===== src/hw/rtl/sit_pkg.sv =====
// Shared types and constants for the sorted insert table.
// Used by the controller, the datapath and the top level; depends on nothing.
`default_nettype none

package sit_pkg;

  localparam int unsigned DEPTH_DEF       = 64;
  localparam int unsigned VALUE_WIDTH_DEF = 32;

  localparam int unsigned CMD_W   = 2;
  localparam int unsigned VALUE_W = 32;
  localparam int unsigned INDEX_W = 6;
  localparam int unsigned POS_W   = 6;
  localparam int unsigned STAT_W  = 2;
  localparam int unsigned CNT_W   = 7;
  localparam int unsigned CAP_W   = 7;

  localparam logic [CAP_W-1:0] CAP_RESET = 7'd64;

  localparam logic [CMD_W-1:0] CMD_INSERT = 2'd0;
  localparam logic [CMD_W-1:0] CMD_LOOKUP = 2'd1;
  localparam logic [CMD_W-1:0] CMD_REMOVE = 2'd2;

  localparam logic [STAT_W-1:0] ST_OK    = 2'd0;
  localparam logic [STAT_W-1:0] ST_FULL  = 2'd1;
  localparam logic [STAT_W-1:0] ST_RANGE = 2'd2;

  typedef enum logic [3:0] {
    OP_NONE,
    OP_INS_START,
    OP_INS_SHIFT,
    OP_INS_PUT,
    OP_FULL,
    OP_RANGE,
    OP_NULL,
    OP_RD_START,
    OP_CAPTURE,
    OP_REM_FIRST,
    OP_REM_SHIFT
  } sit_op_e;

  typedef struct packed {
    sit_op_e op;
    logic    out_load;
  } sit_cmd_t;

  typedef struct packed {
    logic full;
    logic idx_ok;
    logic cnt_zero;
    logic ge;
    logic ptr_one;
    logic rem_more;
  } sit_stat_t;

endpackage

`default_nettype wire


===== src/hw/rtl/sorted_insert_table_core.sv =====
// Top level of the sorted insert table: joins the controller and the datapath.
// Depends on sit_pkg, sit_ctrl and sit_dp.
//
// The table holds up to DEPTH unsigned values in ascending order in a single-port-write,
// registered-read memory, and one transaction runs at a time. The memory moves one entry per
// cycle, so an insert takes longer the more entries lie above its landing position, and a
// remove the more entries lie above its index; lookups, rejected and unused commands move none.
// A finished result sits in an output register, so the next transaction is accepted while
// that result waits to be taken. The limit register is written through cfg_we_i and
// cfg_wdata_i; the user must write it only while the block is idle, which the block itself
// does not enforce. The entries need no clearing after reset.
`default_nettype none

module sorted_insert_table_core
  import sit_pkg::*;
#(
  parameter int unsigned DEPTH       = DEPTH_DEF,
  parameter int unsigned VALUE_WIDTH = VALUE_WIDTH_DEF
) (
  input  wire logic               clk_i,
  input  wire logic               rst_ni,
  input  wire logic               in_valid_i,
  output logic                    in_ready_o,
  input  wire logic [CMD_W-1:0]   cmd_i,
  input  wire logic [VALUE_W-1:0] value_i,
  input  wire logic [INDEX_W-1:0] index_i,
  output logic                    out_valid_o,
  input  wire logic               out_ready_i,
  output logic [VALUE_W-1:0]      read_value_o,
  output logic [POS_W-1:0]        position_o,
  output logic [STAT_W-1:0]       status_o,
  output logic [CNT_W-1:0]        entry_count_o,
  input  wire logic               cfg_we_i,
  input  wire logic [CAP_W-1:0]   cfg_wdata_i
);

  sit_cmd_t  dp_cmd;
  sit_stat_t dp_stat;

  sit_ctrl u_ctrl (
    .clk_i       (clk_i),
    .rst_ni      (rst_ni),
    .in_valid_i  (in_valid_i),
    .in_ready_o  (in_ready_o),
    .cmd_i       (cmd_i),
    .out_valid_o (out_valid_o),
    .out_ready_i (out_ready_i),
    .stat_i      (dp_stat),
    .cmd_o       (dp_cmd)
  );

  sit_dp #(
    .DEPTH       (DEPTH),
    .VALUE_WIDTH (VALUE_WIDTH)
  ) u_dp (
    .clk_i         (clk_i),
    .rst_ni        (rst_ni),
    .value_i       (value_i),
    .index_i       (index_i),
    .cfg_we_i      (cfg_we_i),
    .cfg_wdata_i   (cfg_wdata_i),
    .cmd_i         (dp_cmd),
    .stat_o        (dp_stat),
    .read_value_o  (read_value_o),
    .position_o    (position_o),
    .status_o      (status_o),
    .entry_count_o (entry_count_o)
  );

endmodule

`default_nettype wire


===== src/hw/rtl/sit_ctrl.sv =====
// Controller state machine of the sorted insert table.
// Depends on sit_pkg; drives the datapath through sit_cmd_t and reads sit_stat_t.
`default_nettype none

module sit_ctrl
  import sit_pkg::*;
(
  input  wire logic             clk_i,
  input  wire logic             rst_ni,
  input  wire logic             in_valid_i,
  output logic                  in_ready_o,
  input  wire logic [CMD_W-1:0] cmd_i,
  output logic                  out_valid_o,
  input  wire logic             out_ready_i,
  input  wire sit_stat_t        stat_i,
  output sit_cmd_t              cmd_o
);

  localparam logic [2:0] S_IDLE    = 3'd0;
  localparam logic [2:0] S_INS     = 3'd1;
  localparam logic [2:0] S_INS_PUT = 3'd2;
  localparam logic [2:0] S_LK      = 3'd3;
  localparam logic [2:0] S_REM_RD  = 3'd4;
  localparam logic [2:0] S_REM_SH  = 3'd5;
  localparam logic [2:0] S_FIN     = 3'd6;

  logic [2:0] state_q, state_d;
  logic       out_valid_q, out_valid_d;

  always_comb begin
    state_d     = state_q;
    cmd_o       = '{op: OP_NONE, out_load: 1'b0};
    in_ready_o  = (state_q == S_IDLE);
    out_valid_d = out_valid_q && !out_ready_i;
    unique case (state_q)
      S_IDLE: begin
        if (in_valid_i) begin
          case (cmd_i)
            CMD_INSERT: begin
              if (stat_i.full) begin
                cmd_o.op = OP_FULL;
                state_d  = S_FIN;
              end else begin
                cmd_o.op = OP_INS_START;
                state_d  = stat_i.cnt_zero ? S_INS_PUT : S_INS;
              end
            end
            CMD_LOOKUP: begin
              if (stat_i.idx_ok) begin
                cmd_o.op = OP_RD_START;
                state_d  = S_LK;
              end else begin
                cmd_o.op = OP_RANGE;
                state_d  = S_FIN;
              end
            end
            CMD_REMOVE: begin
              if (stat_i.idx_ok) begin
                cmd_o.op = OP_RD_START;
                state_d  = S_REM_RD;
              end else begin
                cmd_o.op = OP_RANGE;
                state_d  = S_FIN;
              end
            end
            default: begin
              cmd_o.op = OP_NULL;
              state_d  = S_FIN;
            end
          endcase
        end
      end
      S_INS: begin
        if (stat_i.ge) begin
          cmd_o.op = OP_INS_SHIFT;
          state_d  = stat_i.ptr_one ? S_INS_PUT : S_INS;
        end else begin
          cmd_o.op = OP_INS_PUT;
          state_d  = S_FIN;
        end
      end
      S_INS_PUT: begin
        cmd_o.op = OP_INS_PUT;
        state_d  = S_FIN;
      end
      S_LK: begin
        cmd_o.op = OP_CAPTURE;
        state_d  = S_FIN;
      end
      S_REM_RD: begin
        cmd_o.op = OP_REM_FIRST;
        state_d  = stat_i.rem_more ? S_REM_SH : S_FIN;
      end
      S_REM_SH: begin
        cmd_o.op = OP_REM_SHIFT;
        state_d  = stat_i.rem_more ? S_REM_SH : S_FIN;
      end
      S_FIN: begin
        if (!out_valid_q || out_ready_i) begin
          cmd_o.out_load = 1'b1;
          out_valid_d    = 1'b1;
          state_d        = S_IDLE;
        end
      end
      default: begin
        state_d = S_IDLE;
      end
    endcase
  end

  always_ff @(posedge clk_i or negedge rst_ni) begin
    if (!rst_ni) begin
      state_q     <= S_IDLE;
      out_valid_q <= 1'b0;
    end else begin
      state_q     <= state_d;
      out_valid_q <= out_valid_d;
    end
  end

  assign out_valid_o = out_valid_q;

endmodule

`default_nettype wire


===== src/hw/rtl/sit_dp.sv =====
// Datapath of the sorted insert table: entry memory, count, limit register and result registers.
// Depends on sit_pkg; steered by sit_ctrl through sit_cmd_t.
`default_nettype none

module sit_dp
  import sit_pkg::*;
#(
  parameter int unsigned DEPTH       = DEPTH_DEF,
  parameter int unsigned VALUE_WIDTH = VALUE_WIDTH_DEF
) (
  input  wire logic               clk_i,
  input  wire logic               rst_ni,
  input  wire logic [VALUE_W-1:0] value_i,
  input  wire logic [INDEX_W-1:0] index_i,
  input  wire logic               cfg_we_i,
  input  wire logic [CAP_W-1:0]   cfg_wdata_i,
  input  wire sit_cmd_t           cmd_i,
  output sit_stat_t               stat_o,
  output logic [VALUE_W-1:0]      read_value_o,
  output logic [POS_W-1:0]        position_o,
  output logic [STAT_W-1:0]       status_o,
  output logic [CNT_W-1:0]        entry_count_o
);

  localparam int unsigned AW = $clog2(DEPTH);
  localparam int unsigned CW = $clog2(DEPTH + 1);
  localparam int unsigned LW = (CW > CAP_W) ? CW : CAP_W;
  localparam int unsigned IW = (CW > INDEX_W) ? CW : INDEX_W;
  localparam logic [LW-1:0] DepthL = LW'(DEPTH);

  logic [VALUE_WIDTH-1:0] mem [DEPTH];
  logic [VALUE_WIDTH-1:0] rdata_q;
  logic                   we, re;
  logic [AW-1:0]          waddr, raddr;
  logic [VALUE_WIDTH-1:0] wdata;

  logic [CW-1:0]          count_q, count_d;
  logic [CAP_W-1:0]       cap_q;
  logic [AW-1:0]          ptr_q, ptr_d;
  logic [VALUE_WIDTH-1:0] val_q, val_d;
  logic [VALUE_WIDTH-1:0] rd_q, rd_d;
  logic [POS_W-1:0]       pos_q, pos_d;
  logic [STAT_W-1:0]      st_q, st_d;

  logic [VALUE_WIDTH-1:0] rv_out_q;
  logic [POS_W-1:0]       pos_out_q;
  logic [STAT_W-1:0]      st_out_q;
  logic [CNT_W-1:0]       cnt_out_q;

  logic [LW-1:0]          cap_ext, limit, count_ext;
  logic [IW-1:0]          idx_ext;
  logic [AW-1:0]          idx_addr, ptr_inc, ptr_dec;
  logic [VALUE_WIDTH-1:0] val_in;

  assign val_in    = VALUE_WIDTH'(value_i);
  assign cap_ext   = LW'(cap_q);
  assign limit     = (cap_ext < DepthL) ? cap_ext : DepthL;
  assign count_ext = LW'(count_q);
  assign idx_ext   = IW'(index_i);
  assign idx_addr  = AW'(idx_ext);
  assign ptr_inc   = ptr_q + 1'b1;
  assign ptr_dec   = ptr_q - 1'b1;

  assign stat_o.full     = (count_ext >= limit);
  assign stat_o.idx_ok   = (idx_ext < IW'(count_q));
  assign stat_o.cnt_zero = (count_q == '0);
  assign stat_o.ge       = (rdata_q >= val_q);
  assign stat_o.ptr_one  = (ptr_q == AW'(1));
  assign stat_o.rem_more = ((CW+1)'(ptr_q) + (CW+1)'(1)) < (CW+1)'(count_q);

  always_comb begin
    we      = 1'b0;
    re      = 1'b0;
    waddr   = ptr_q;
    wdata   = rdata_q;
    raddr   = '0;
    count_d = count_q;
    ptr_d   = ptr_q;
    val_d   = val_q;
    rd_d    = rd_q;
    pos_d   = pos_q;
    st_d    = st_q;
    case (cmd_i.op)
      OP_INS_START: begin
        val_d = val_in;
        ptr_d = AW'(count_q);
        rd_d  = '0;
        st_d  = ST_OK;
        re    = (count_q != '0);
        raddr = AW'(count_q - 1'b1);
      end
      OP_INS_SHIFT: begin
        we    = 1'b1;
        ptr_d = ptr_dec;
        re    = (ptr_q > AW'(1));
        raddr = ptr_dec - 1'b1;
      end
      OP_INS_PUT: begin
        we      = 1'b1;
        wdata   = val_q;
        pos_d   = POS_W'(ptr_q);
        count_d = count_q + 1'b1;
      end
      OP_FULL: begin
        rd_d  = '0;
        pos_d = '0;
        st_d  = ST_FULL;
      end
      OP_RANGE: begin
        rd_d  = '0;
        pos_d = index_i;
        st_d  = ST_RANGE;
      end
      OP_NULL: begin
        rd_d  = '0;
        pos_d = '0;
        st_d  = ST_OK;
      end
      OP_RD_START: begin
        re    = 1'b1;
        raddr = idx_addr;
        ptr_d = idx_addr;
        rd_d  = '0;
        pos_d = index_i;
        st_d  = ST_OK;
      end
      OP_CAPTURE: begin
        rd_d = rdata_q;
      end
      OP_REM_FIRST: begin
        rd_d    = rdata_q;
        count_d = count_q - 1'b1;
        re      = stat_o.rem_more;
        raddr   = ptr_inc;
      end
      OP_REM_SHIFT: begin
        we    = 1'b1;
        ptr_d = ptr_inc;
        re    = stat_o.rem_more;
        raddr = ptr_inc + 1'b1;
      end
      default: begin
        we = 1'b0;
      end
    endcase
  end

  always_ff @(posedge clk_i) begin
    if (we) begin
      mem[waddr] <= wdata;
    end
  end

  always_ff @(posedge clk_i) begin
    if (re) begin
      rdata_q <= mem[raddr];
    end
  end

  always_ff @(posedge clk_i or negedge rst_ni) begin
    if (!rst_ni) begin
      count_q <= '0;
      cap_q   <= CAP_RESET;
    end else begin
      count_q <= count_d;
      if (cfg_we_i) begin
        cap_q <= cfg_wdata_i;
      end
    end
  end

  always_ff @(posedge clk_i) begin
    ptr_q <= ptr_d;
    val_q <= val_d;
    rd_q  <= rd_d;
    pos_q <= pos_d;
    st_q  <= st_d;
    if (cmd_i.out_load) begin
      rv_out_q  <= rd_q;
      pos_out_q <= pos_q;
      st_out_q  <= st_q;
      cnt_out_q <= CNT_W'(count_q);
    end
  end

  assign read_value_o  = VALUE_W'(rv_out_q);
  assign position_o    = pos_out_q;
  assign status_o      = st_out_q;
  assign entry_count_o = cnt_out_q;

endmodule

`default_nettype wire

===== config.mk =====
export PLATFORM = sky130hd
export DESIGN_NAME = sorted_insert_table_core
export DESIGN_NICKNAME = d
export VERILOG_FILES = /design/src/hw/rtl/sit_pkg.sv /design/src/hw/rtl/sorted_insert_table_core.sv /design/src/hw/rtl/sit_ctrl.sv /design/src/hw/rtl/sit_dp.sv
export SDC_FILE = /design/constraint.sdc
export NUM_CORES = 2
export LEC_CHECK = 0
export BUFFER_PORTS_ARGS = -buffer_cell sky130_fd_sc_hd__buf_2
export CAP_MARGIN = 40
export CORE_AREA = 2 2 547 549
export DETAILED_ROUTE_END_ITERATION = 16
export DIE_AREA = 0 0 549 551
export PLACE_DENSITY = 0.49
export REMOVE_ABC_BUFFERS = 1
export SYNTH_ARGS = -nofsm -noshare
export SYNTH_HDL_FRONTEND = slang
export SYNTH_SLANG_ARGS = --single-unit

===== constraint.sdc =====
create_clock -name clk_i -period 15.1 [get_ports clk_i]
set_input_delay 0.755 -clock clk_i [delete_from_list [all_inputs] [get_ports clk_i]]
set_output_delay 0.755 -clock clk_i [all_outputs]
set_load 0.01 [all_outputs]

Word-level counts from Yosys, hierarchy flattened
Memories as Yosys holds them, arrays and structs flattened. A register that Yosys moved wholly into a read port is not among the register bits.
Cells that the tools add are included.

word-level totals
  memories = 1
  input bits = 52
  RAM bits = 2,048
  register bits = 143

memory list
  memory    depth  width  rd ports  clocked after Yosys merged registers in  wr ports  line          RTL
  u_dp.mem  64     32     1         1                                        1         sit_dp.sv:31  logic [VALUE_WIDTH-1:0] mem [DEPTH];

cells by class
  equal/unequal tests = 21
  order comparisons = 6
  multiplexer cells = 33
  reduce and logical (&&, ||, !) cells = 24
  $add $sub $neg = 7

operators by type and width
  cell                   number
  $pmux W32 S2           1
  $ge A32 B32 Y1         1
  $mux W32               1
  $pmux W6 S5            1
  $pmux W4 S6            1
  $pmux W6 S4            1
  $mux W3                6
  $pmux W6 S3            1
  $eq A4 B3 Y1 const B   4
  $pmux W3 S5            1
  $pmux W7 S2            1
  $reduce_or A2 Y1       7
  $add A6 B1 Y6 const B  2
  $eq A4 B4 Y1 const B   3
  $sub A6 B1 Y6 const B  2
  $mux W2                5
  $eq A3 B3 Y1 const B   3
  $pmux W3 S3            1
  $eq A4 B2 Y1 const B   2
  $lt A8 B7 Y1           1
  $mux W1                8
  $pmux W4 S2            1
  $add A6 B1 Y7 const B  1
  $add A7 B1 Y7 const B  1
  30 further kinds       35

Longest topological paths before layout
  depth in word-level cells = 12
  gate-level depth with buffers = 20
  gate-level depth less buffers = 16

By module
From an unflattened synthesis, not the netlist that was laid out.

unflattened totals
  cell total of the unflattened synthesis = 5,938
  area, all modules = 89,609.7 sq um

by module, submodules not included
  module    seq. area each (sq um)  area each (sq um)  cells an instance  instances
  sit_dp    66,565.1                89,098.0           5,875              1
  sit_ctrl  100.1                   511.7              63                 1

Worst setup path before layout
Ideal clock, no wire load.

  path type = input-to-reg
  start = input port cmd_i[0]
  end = memory u_dp.mem[0][1] (netlist bit), data pin
  data required time = 14.398 ns
  buffers on the path = 2
  arrival = 5.051 ns
  cell stages on the path = 11
  path slack = 9.347 ns
  cell sequence = inv_1 > ha_1 > nor3b_1 > o21bai_1 > a21boi_0 > a31oi_1 > buf_2 > nor2_1 > nand2_1 > clkbuf_1 > o21ai_0

on the way
  cells in the longest elaborated chain, start to end = 7
  elaborated cells between the ends (all ways) = 9
  those cells by class = 3 x eq/ne; 4 x mux; 2 x reduce/logical

RTL lines
  what                                                 line                            RTL
  start, declared                                      sorted_insert_table_core.sv:24  input wire logic [CMD_W-1:0] cmd_i,
  $eq A2 B1 Y1 / $eq A2 B2 Y1 (equally long branches)  sit_ctrl.sv:38                  case (cmd_i)
  $reduce_or A2 Y1 (no source line)                    --
  $pmux W4 S2 (*)                                      sit_ctrl.sv:38
  $mux W4 (*)                                          sit_ctrl.sv:37                  if (in_valid_i) begin
  $pmux W4 S6 (*)                                      sit_ctrl.sv:35                  unique case (state_q)
  $eq A4 B2 Y1 (*)                                     sit_dp.sv:83                    case (cmd_i.op)
  $mux W32 (*)                                         sit_dp.sv:83
  via u_dp.wdata[1]                                    sit_dp.sv:35                    logic [VALUE_WIDTH-1:0] wdata;
  end, declared                                        sit_dp.sv:31

Mark *: on every way through the listed nets, which the timed path passes. The rest lies on a longest branch.

Final worst setup path
  start = register u_dp.rdata_q[31] (read register of u_dp.mem)
  end = register u_dp.rdata_q[21] (read register of u_dp.mem), data pin

on the way
  cells in the longest elaborated chain, start to end = 6
  elaborated cells between the ends (all ways) = 11
  those cells by class = 1 x order compare; 5 x eq/ne; 4 x mux; 1 x reduce/logical

RTL lines
  what                               line            RTL
  start, declared                    sit_dp.sv:32    logic [VALUE_WIDTH-1:0] rdata_q;
  $ge A32 B32 Y1 (*)                 sit_dp.sv:67    assign stat_o.ge = (rdata_q >= val_q);
  $mux W1 (*)                        sit_ctrl.sv:74  if (stat_i.ge) begin
  $pmux W4 S6 (*)                    sit_ctrl.sv:35
  $eq A4 B4 Y1                       sit_dp.sv:83
  $reduce_or A2 Y1 (no source line)  --
  $pmux W1 S4                        sit_dp.sv:83

Every way passes the cells marked *; elsewhere a longest branch is shown, timed or not.
A chain may end at the register's enable or synchronous reset.

==> results.py <==
metrics = {
    "worst_hold_path": {
        "min_path_type": "input pin to flop",
    },
    "global_route": {
        "grt_max_degree": 157,
        "grt_first_pass_wirelength_mm": 426,
        "grt_pass1_vias": 53727,
        "antenna_found_initial": 15,
        "grt_overflow": 0,
        "grt_use_total_pct": 19.8,
    },
    "timing": {
        "setup_slack_ns": 7.43,
        "finalHoldViolCount": 0,
        "tightest_slew_ns": 1.20,
        "slew_violations": 0,
        "rsz0062_at_grt": "false",
        "post-route-period-util_pct": 50.8,
        "finClkSkew_ns": 0.0460,
        "clock.fmax_ghz": 0.130,
        "setup_viol": 0,
        "slew_headroom_pct": 19.8,
        "period_needed_ns": 7.67,
    },
    "layout": {
        "seq_area_um2": 66700,
        "layout-drive-gt1-share_pct": 11.6,
        "stdcell_area_um2": 103000,
        "final_util_pct": 34.8,
        "syn2layout_area_growth_pct": 16.3,
        "fill_cells": 28570,
        "multiInputGateArea_um2": 21100,
        "final_nets": 6836,
    },
    "routing": {
        "wl_mm": 307,
        "wl_per_cell_um": 28.2,
        "viasPerCell": 5.30,
        "dr_total_vias": 57502,
        "drc": 0,
        "dr.pass1.iters": 6,
        "detail-route-antenna-nets": 0,
        "first_iter_violations": 6980,
    },
    "clocking": {
        "clkSinkCount": 2223,
        "cts_tree": "built",
        "clk_pin_slew_ns": 0.06,
        "cts_resized": 0,
        "numCtsBuffers": 229,
        "root_buffer": "clkbuf_16",
        "htree_levels": 4,
        "clk_path_buf_depth": 3,
        "clk_latency_ns": 0.90,
    },
    "status": {
        "outcome": "completed",
    },
    "setup_path": {
        "reg2reg_to": "u_dp.rdata_q[21]",
        "critPathKind": "flop to flop",
        "ff2ff_setup_slack_ns": 7.43,
        "worst_ep_required_time_ns": 15.87,
        "cp-start-kind": "flop",
        "worstPathArrival_ns": 8.44,
        "timing.critical_path.from": "u_dp.rdata_q[31]",
        "r2r_start": "u_dp.rdata_q[31]",
        "end_kind": "flop",
        "worstSetupEndpoint": "u_dp.rdata_q[21]",
        "critPathMaxFanout": 65,
        "reg2reg_depth": 17,
    },
    "floorplanning": {
        "die_height_um": 551,
        "die-area_um2": 302000,
        "start_util_pct": 29.9,
        "die_w_um": 549,
        "row_count": 200,
        "core_um2": 296000,
        "pin_count": 101,
    },
    "placed_design": {
        "place_congestion": 0.862,
        "place.port_buffers": 100,
        "dp_slack_ns": 7.58,
        "dp_hpwl_mm": 170,
        "place_area_um2": 95800,
    },
    "logic_synthesis": {
        "yosysUniqueCellTypes": 87,
        "synth_seq_area_share_pct": 75.2,
        "synth_edf_count": 2205,
        "synth_flop_cell": "edfxtp_1",
        "synth_area_um2": 88700,
        "synth-seq-cells": 2223,
        "postSynthAreaPerCell_um2": 13.5,
        "async_flop_share_pct": 0.810,
        "synthCells": 6567,
        "yosysWarnings": 0,
    },
    "job": {
        "cap_violations": 0,
    },
}
[logic make-up after synthesis]
logic type	Yosys count	synth area share [%]
simple gates	2972	14.4
xor+xnor	24	0.237
buf+inv	468	2.18
mux	146	1.67
compound gates	672	5.44
fa+ha+maj	62	0.875
flops	2223	75.2
[critical path, cell delays in order (launching register included)]
cell and delay (ns):
edfxtp_1 0.59, ha_1 0.48, nand4_1 0.35, nor4_1 0.52, nand4_1 0.24, a21oi_1 0.18
buf_4 0.19, o21a_1 0.56, o221a_4 0.77, buf_4 0.76, buf_4 0.76, buf_4 0.52
nand2_1 0.11, and3_1 0.17, a31oi_1 0.14, o2111ai_1 0.12, nand3_1 0.62, a211o_1 0.22
[synth_stat cells (16+ instances only)]
cell / count / share of area, %
clkbuf_1: 236 / 1.0
a211o_1: 25 / 0.25
o2111ai_1: 20 / 0.20
buf_2: 91 / 0.51
nand2_1: 1850 / 7.8
buf_1: 74 / 0.31
nand4_1: 82 / 0.58
a32o_1: 44 / 0.50
edfxtp_1: 2205 / 75
and3_1: 92 / 0.65
mux2i_1: 138 / 1.6
a21oi_1: 126 / 0.71
a221oi_1: 22 / 0.22
ha_1: 62 / 0.87
o311ai_0: 19 / 0.19
inv_1: 48 / 0.20
nand3_1: 760 / 4.3
a32oi_1: 75 / 0.74
nor2_1: 112 / 0.47
dfrtp_1: 17 / 0.48
a221o_1: 19 / 0.21
nor3_1: 16 / 0.090
a31oi_1: 100 / 0.71
o21ai_0: 111 / 0.63
[worst min path at each step]
stage / startpoint / endpoint / slack, ns / cells past startpoint
2_1_floorplan: u_dp.pos_q[0] / u_dp.position_o[0] / 0.40 / 0
3_3_place_gp: u_dp.rd_q[20] / u_dp.read_value_o[20] / 0.41 / 0
3_5_place_dp: u_dp.rd_q[1] / u_dp.read_value_o[1] / 0.40 / 0
4_1_cts: value_i[16] / u_dp.val_q[16] / 0.006 / 1
5_1_grt: value_i[10] / u_dp.val_q[10] / 0.03 / 1
6_report: value_i[10] / u_dp.val_q[10] / 0.07 / 1
[through the flow]
stage          cells  hold WS (ns)  TNS [ns]
2_1_floorplan   6150         0.400   -661.77
3_3_place_gp   10378         0.406         0
3_5_place_dp   10426         0.405         0
4_1_cts        10854       0.00572         0
5_1_grt        10854        0.0316         0
6_report       10857        0.0660         0
[state kept, by name (all words and copies together) (netlist names)]
signal	cells
u_dp.count_ext	7
u_dp.rdata_q	32
u_dp.entry_count_o	7
u_dp.read_value_o	32
u_ctrl.state_q	3
u_dp.mem	2048
u_dp.val_q	32
u_dp.st_q	2
u_dp.ptr_q	6
u_dp.position_o	6
u_dp.cap_ext	7
u_dp.rd_q	32
u_dp.status_o	2
u_dp.pos_q	6
u_ctrl.out_valid_o	1
[cell type report]
type / count / area share (%)
Clock inverter: 143 / 1.27
Tap cell: 3939 / 4.78
Timing Repair Buffer: 341 / 2.86
Inverter: 51 / 0.186
Antenna cell: 3 / 0.00728
Multi-Input combinational cell: 3876 / 20.5
Clock buffer: 281 / 5.79
Sequential cell: 2223 / 64.6
[timing repair]
item	4_1_cts	5_1_grt
setup endpoints to repair	0	0
setup buffers	0	0
hold endpoints to repair	20	0
hold buffers	4	0
[metal layers]
| layer | vias up | track usage, % | part of all wire [%] |
|---|---|---|---|
| li1 | 24737 | - | - |
| met4 | 2 | 6.29 | 3.1 |
| met3 | 471 | 3.19 | 7.9 |
| met2 | 2593 | 31.5 | 46 |
| met1 | 29699 | 27.5 | 43 |
| met5 | - | 0 | 0.0049 |
[cells in the final DEF, fill, tap and decap left out, drive strengths merged, types with 12 or more instances in the layout]
master,instances
a32oi,75
a221oi,23
clkinv,115
nor3,17
clkbuf,281
o311ai,21
dfrtp,17
o2111ai,20
nand4,82
bufinv,19
o21ai,113
o22ai,14
nand2,1851
edfxtp,2205
a221o,19
a21oi,126
ha,62
xnor2,15
a31oi,100
a32o,44
a311oi,16
a211o,25
mux2i,138
buf,337
and3,92
inv,56
nand4b,12
nor2,113
nand3,761
Power is not shown: default switching activity piles up to over one toggle a cycle in this logic, so the estimate is an artifact.
